--- src/rtl/tem_pkg.sv ---
// ----------------------------------------------------------------------------
// tem_pkg: shared types and constants of the timestamp event matcher
// Item and result layouts, queue entry layout, outcome and kind codes,
// sequencer states and the comparator status group.
// ----------------------------------------------------------------------------
package tem_pkg;

  localparam int IDX_W   = 10;
  localparam int SEC_W   = 32;
  localparam int NS_W    = 30;
  localparam int MODK_W  = 4;
  localparam int IDX_MAX = (1 << IDX_W) - 1;

  // Seconds from the 1970 epoch to the 1990 epoch.
  localparam logic [SEC_W-1:0] EPOCH_SHIFT = 32'((20 * 365 + 5) * 24 * 3600);

  localparam logic [1:0] KIND_QUEUE  = 2'd0;
  localparam logic [1:0] KIND_UPDATE = 2'd1;
  localparam logic [1:0] KIND_SWEEP  = 2'd2;

  localparam logic [2:0] OUT_MATCHED  = 3'd0;
  localparam logic [2:0] OUT_MISSING  = 3'd1;
  localparam logic [2:0] OUT_TIMEDOUT = 3'd2;
  localparam logic [2:0] OUT_CLEAN    = 3'd3;
  localparam logic [2:0] OUT_REFUSED  = 3'd4;

  typedef struct packed {
    logic [1:0]       kind;
    logic [IDX_W-1:0] event_index;
    logic [SEC_W-1:0] seconds;
    logic [NS_W-1:0]  nanoseconds;
    logic             slow_update;
  } item_t;

  typedef struct packed {
    logic [IDX_W-1:0] event_index_res;
    logic [2:0]       outcome;
    logic             last;
  } result_t;

  typedef struct packed {
    logic [IDX_W-1:0] idx;
    logic [SEC_W-1:0] sec;
    logic [NS_W-1:0]  ns;
    logic             slow;
  } entry_t;

  typedef struct packed {
    logic ge;  // key is not older than the entry
    logic eq;  // key equals the entry
  } cmp_t;

  typedef enum logic [2:0] {
    ST_IDLE,
    ST_MOD,
    ST_APPEND,
    ST_READ,
    ST_CMP,
    ST_FLUSH
  } state_t;

  // Number of restoring subtract steps that reduce a buffer index modulo bc.
  function automatic int mod_steps(input int bc);
    int n;
    n = 0;
    for (int i = 0; i <= IDX_W; i++) begin
      if ((bc << i) <= IDX_MAX) begin
        n = i + 1;
      end
    end
    return n;
  endfunction

endpackage

--- src/rtl/tem_cmp.sv ---
// ----------------------------------------------------------------------------
// tem_cmp: timestamp comparator
// Orders the key time against a queue entry time, seconds first and then
// nanoseconds, both unsigned. Shared by PV updates and timeout sweeps.
// ----------------------------------------------------------------------------
module tem_cmp
  import tem_pkg::*;
(
  input  logic [SEC_W-1:0] key_sec,
  input  logic [NS_W-1:0]  key_ns,
  input  logic [SEC_W-1:0] ent_sec,
  input  logic [NS_W-1:0]  ent_ns,
  output cmp_t             res
);

  logic sec_eq;
  logic ns_eq;

  assign sec_eq = (key_sec == ent_sec);
  assign ns_eq  = (key_ns == ent_ns);
  assign res.eq = sec_eq && ns_eq;
  assign res.ge = sec_eq ? (key_ns >= ent_ns) : (key_sec > ent_sec);

endmodule

--- config.mk ---
export PLATFORM = sky130hd
export DESIGN_NAME = tem_cmp
export DESIGN_NICKNAME = d
export VERILOG_FILES = /design/src/rtl/tem_pkg.sv /design/src/rtl/tem_cmp.sv
export SDC_FILE = /design/constraint.sdc
export NUM_CORES = 1
export LEC_CHECK = 0
export CAP_MARGIN = 25
export CORE_ASPECT_RATIO = 1.4
export CORE_MARGIN = 10
export CORE_UTILIZATION = 25
export DETAILED_ROUTE_END_ITERATION = 12
export DONT_BUFFER_PORTS = 1
export SLEW_MARGIN = 20
export SYNTH_ARGS = -nofsm -noshare
export SYNTH_HDL_FRONTEND = slang
export SYNTH_SLANG_ARGS = --single-unit
--- constraint.sdc ---
create_clock -name vclk -period 1.9
set_input_delay 0.095 -clock vclk [all_inputs]
set_output_delay 0.095 -clock vclk [all_outputs]
set_load 0.02 [all_outputs]
==> impl_metrics.ini <==
[critical_path]
worstPathArrival_ps = 1710
startpoint_type = input pin
crit_required_ps = 1800
critical_path.max_fanout = 3
critPathCaptureType = output pin
path_class = input pin to output pin

[logic_synthesis]
syn_avg_cell_area_sq_um = 7.19
postSynthCellCount = 222
synth_area_leaders = ha_1 49%, inv_1 15%, a21oi_1 8.2%
synth.largest_area_cell = ha_1
yosys_warnings = 0
synth_cell_types = 24
synth_top_cell_area_share = 0.486
syn-cell-area_sq_um = 1600
ys_seq_area_frac = 0
synth_fp_nets = 408

[layout]
drive_gt1_frac = 0.0742
diodes = 0
final_cell_mix = 63 x inv_1, 61 x ha_1, 25 x a21oi_1, 12 x nand4_1, 11 x nand2_1
layout_commonest_cell = inv_1
clkbuf_count = 0
final_nets = 417
syn_to_final_growth_pct = 11.7
flops_and_latches = 0
layout.cells.non_filler = 301
regArea_sq_um = 0

[placed_design]
gp_congestion = 0.820
dpl_worst_slack_ps = 6.97
dp_hpwl_mm = 4.65
io_buffers = 0
dp_cells = 299

[timing]
min_period_ps = 1810
max_freq_mhz = 554
rsz0062_at_grt = no
setup_ws_ps = 94.9
post-route-period-util = 0.950
relSlewSlack = 0.752
worst_slew_pin_slew_ps = 363
finalSetupViolations = 0
drv_slew = 0
final-hold-violation-count = 0
finalSetupTns_ps = 0

[power_and_ir_drop]
peakVddDrop_mv = 0.0545
power.leakage_nw = 1.06
power_per_cell_area_nw_per_um2 = 178

[routing]
dr.first_iter.drc_count = 40
top_layer = met4
antenna_left = 0
vias = 1499
wl_met1_mm = 1.70
wl_met3_microns = 595
wl_met2_mm = 2.38
wl_per_cell_microns = 15.8
wl_mm = 4.75
via_per_inst = 4.98
route.detailed.drc = 0
first_pass_iters = 4

[run_status]
status = completed

[floorplanning]
die_area_sq_um = 10000
start_util = 0.257
core_sq_um = 6210
pin_count = 126
die_h_microns = 115
rows = 34
die_x_microns = 87.5

[global_route]
grt_overflow = 0
antenna_found_initial = 0
track_usage = 0.0876
grt_pass1_wl_mm = 7.52
grt_max_degree = 5
grt_pass1_vias = 1735

[min_path]
hp-class = input pin to output pin

[job]
maxCapViolCount = 0
## routing by layer
| layer | vias up | global-route usage |
|---|---|---|
| li1 | 793 | - |
| met1 | 628 | 0.0899 |
| met2 | 74 | 0.160 |
| met3 | 4 | 0.0413 |
| met4 | 0 | 0.0107 |
| met5 | - | 0 |
## stage by stage
step                      cell area [sq um]  total power, W  hold WS (ps)  utilization
after floorplan                        1600        0.000238           666            -
after global placement                 1720        0.000298           672        0.277
after detailed placement               1720        0.000307           660        0.277
after CTS                              1720        0.000308           660        0.277
after global routing                   1780        0.000382           723        0.287
final                                  1780        0.000317           667        0.287
## critical path, stage by stage
cell     delay (ps)
inv_1            30
ha_2            290
a21oi_1         150
nand2_1          60
a221o_1         340
or3_4           390
a21oi_2         130
a21oi_1          50
buf_4           160
## cell usage after synthesis
cell       number
inv_1          63
ha_1           62
a21oi_1        26
nand4_1        12
nand2_1        11
nand3_1        10
nor2_1          6
o21ai_0         6
a21o_1          5
nand4_2         3
nor2b_1         3
a221oi_1        2
o211ai_1        2
a2111oi_0       1
a2111oi_2       1
a211oi_1        1
a221o_1         1
nand3b_1        1
nor3_1          1
nor4_1          1
nor4_2          1
nor4_4          1
o31ai_1         1
or3_1           1
## cells by family (layout without fill, tap and decap cells)
| family | count (synthesis) | after routing | share of synthesized area |
|---|---|---|---|
| buffers and inverters | 63 | 70 | 0.148 |
| and+or+nand+nor | 51 | 51 | 0.191 |
| AOI/OAI and AO/OA | 46 | 46 | 0.175 |
| adders and majority gates | 62 | 62 | 0.486 |
## timing repair
| item | in CTS | in global routing |
|---|---|---|
| hold buffers | 0 | 0 |
| endpoints found under the setup margin | 0 | 1 |
| resized for setup | 0 | 7 |
| buffers inserted | 0 | 2 |
## path summary, 6_finish.rpt
check / start / endpoint / cells past startpoint
hold / removal: key_ns[29] / res[1] / 4
setup / recovery: ent_sec[14] / res[1] / 9
## area by class of cell
type	instances	area, sq um
well taps	72	90.1
inverters	63	236
multi-input cells	159	1400
fillers	692	4430
repair buffers	7	52.6
## report_power, final
| part | total (W) | internal, W | switching, W |
|---|---|---|---|
| Combinational | 0.000317 | 0.000147 | 0.000170 |
| Clock | 0 | 0 | 0 |
| Sequential | 0 | 0 | 0 |
| Total | 0.000317 | 0.000147 | 0.000170 |
Note: power is estimated with default switching activity, not from simulation.
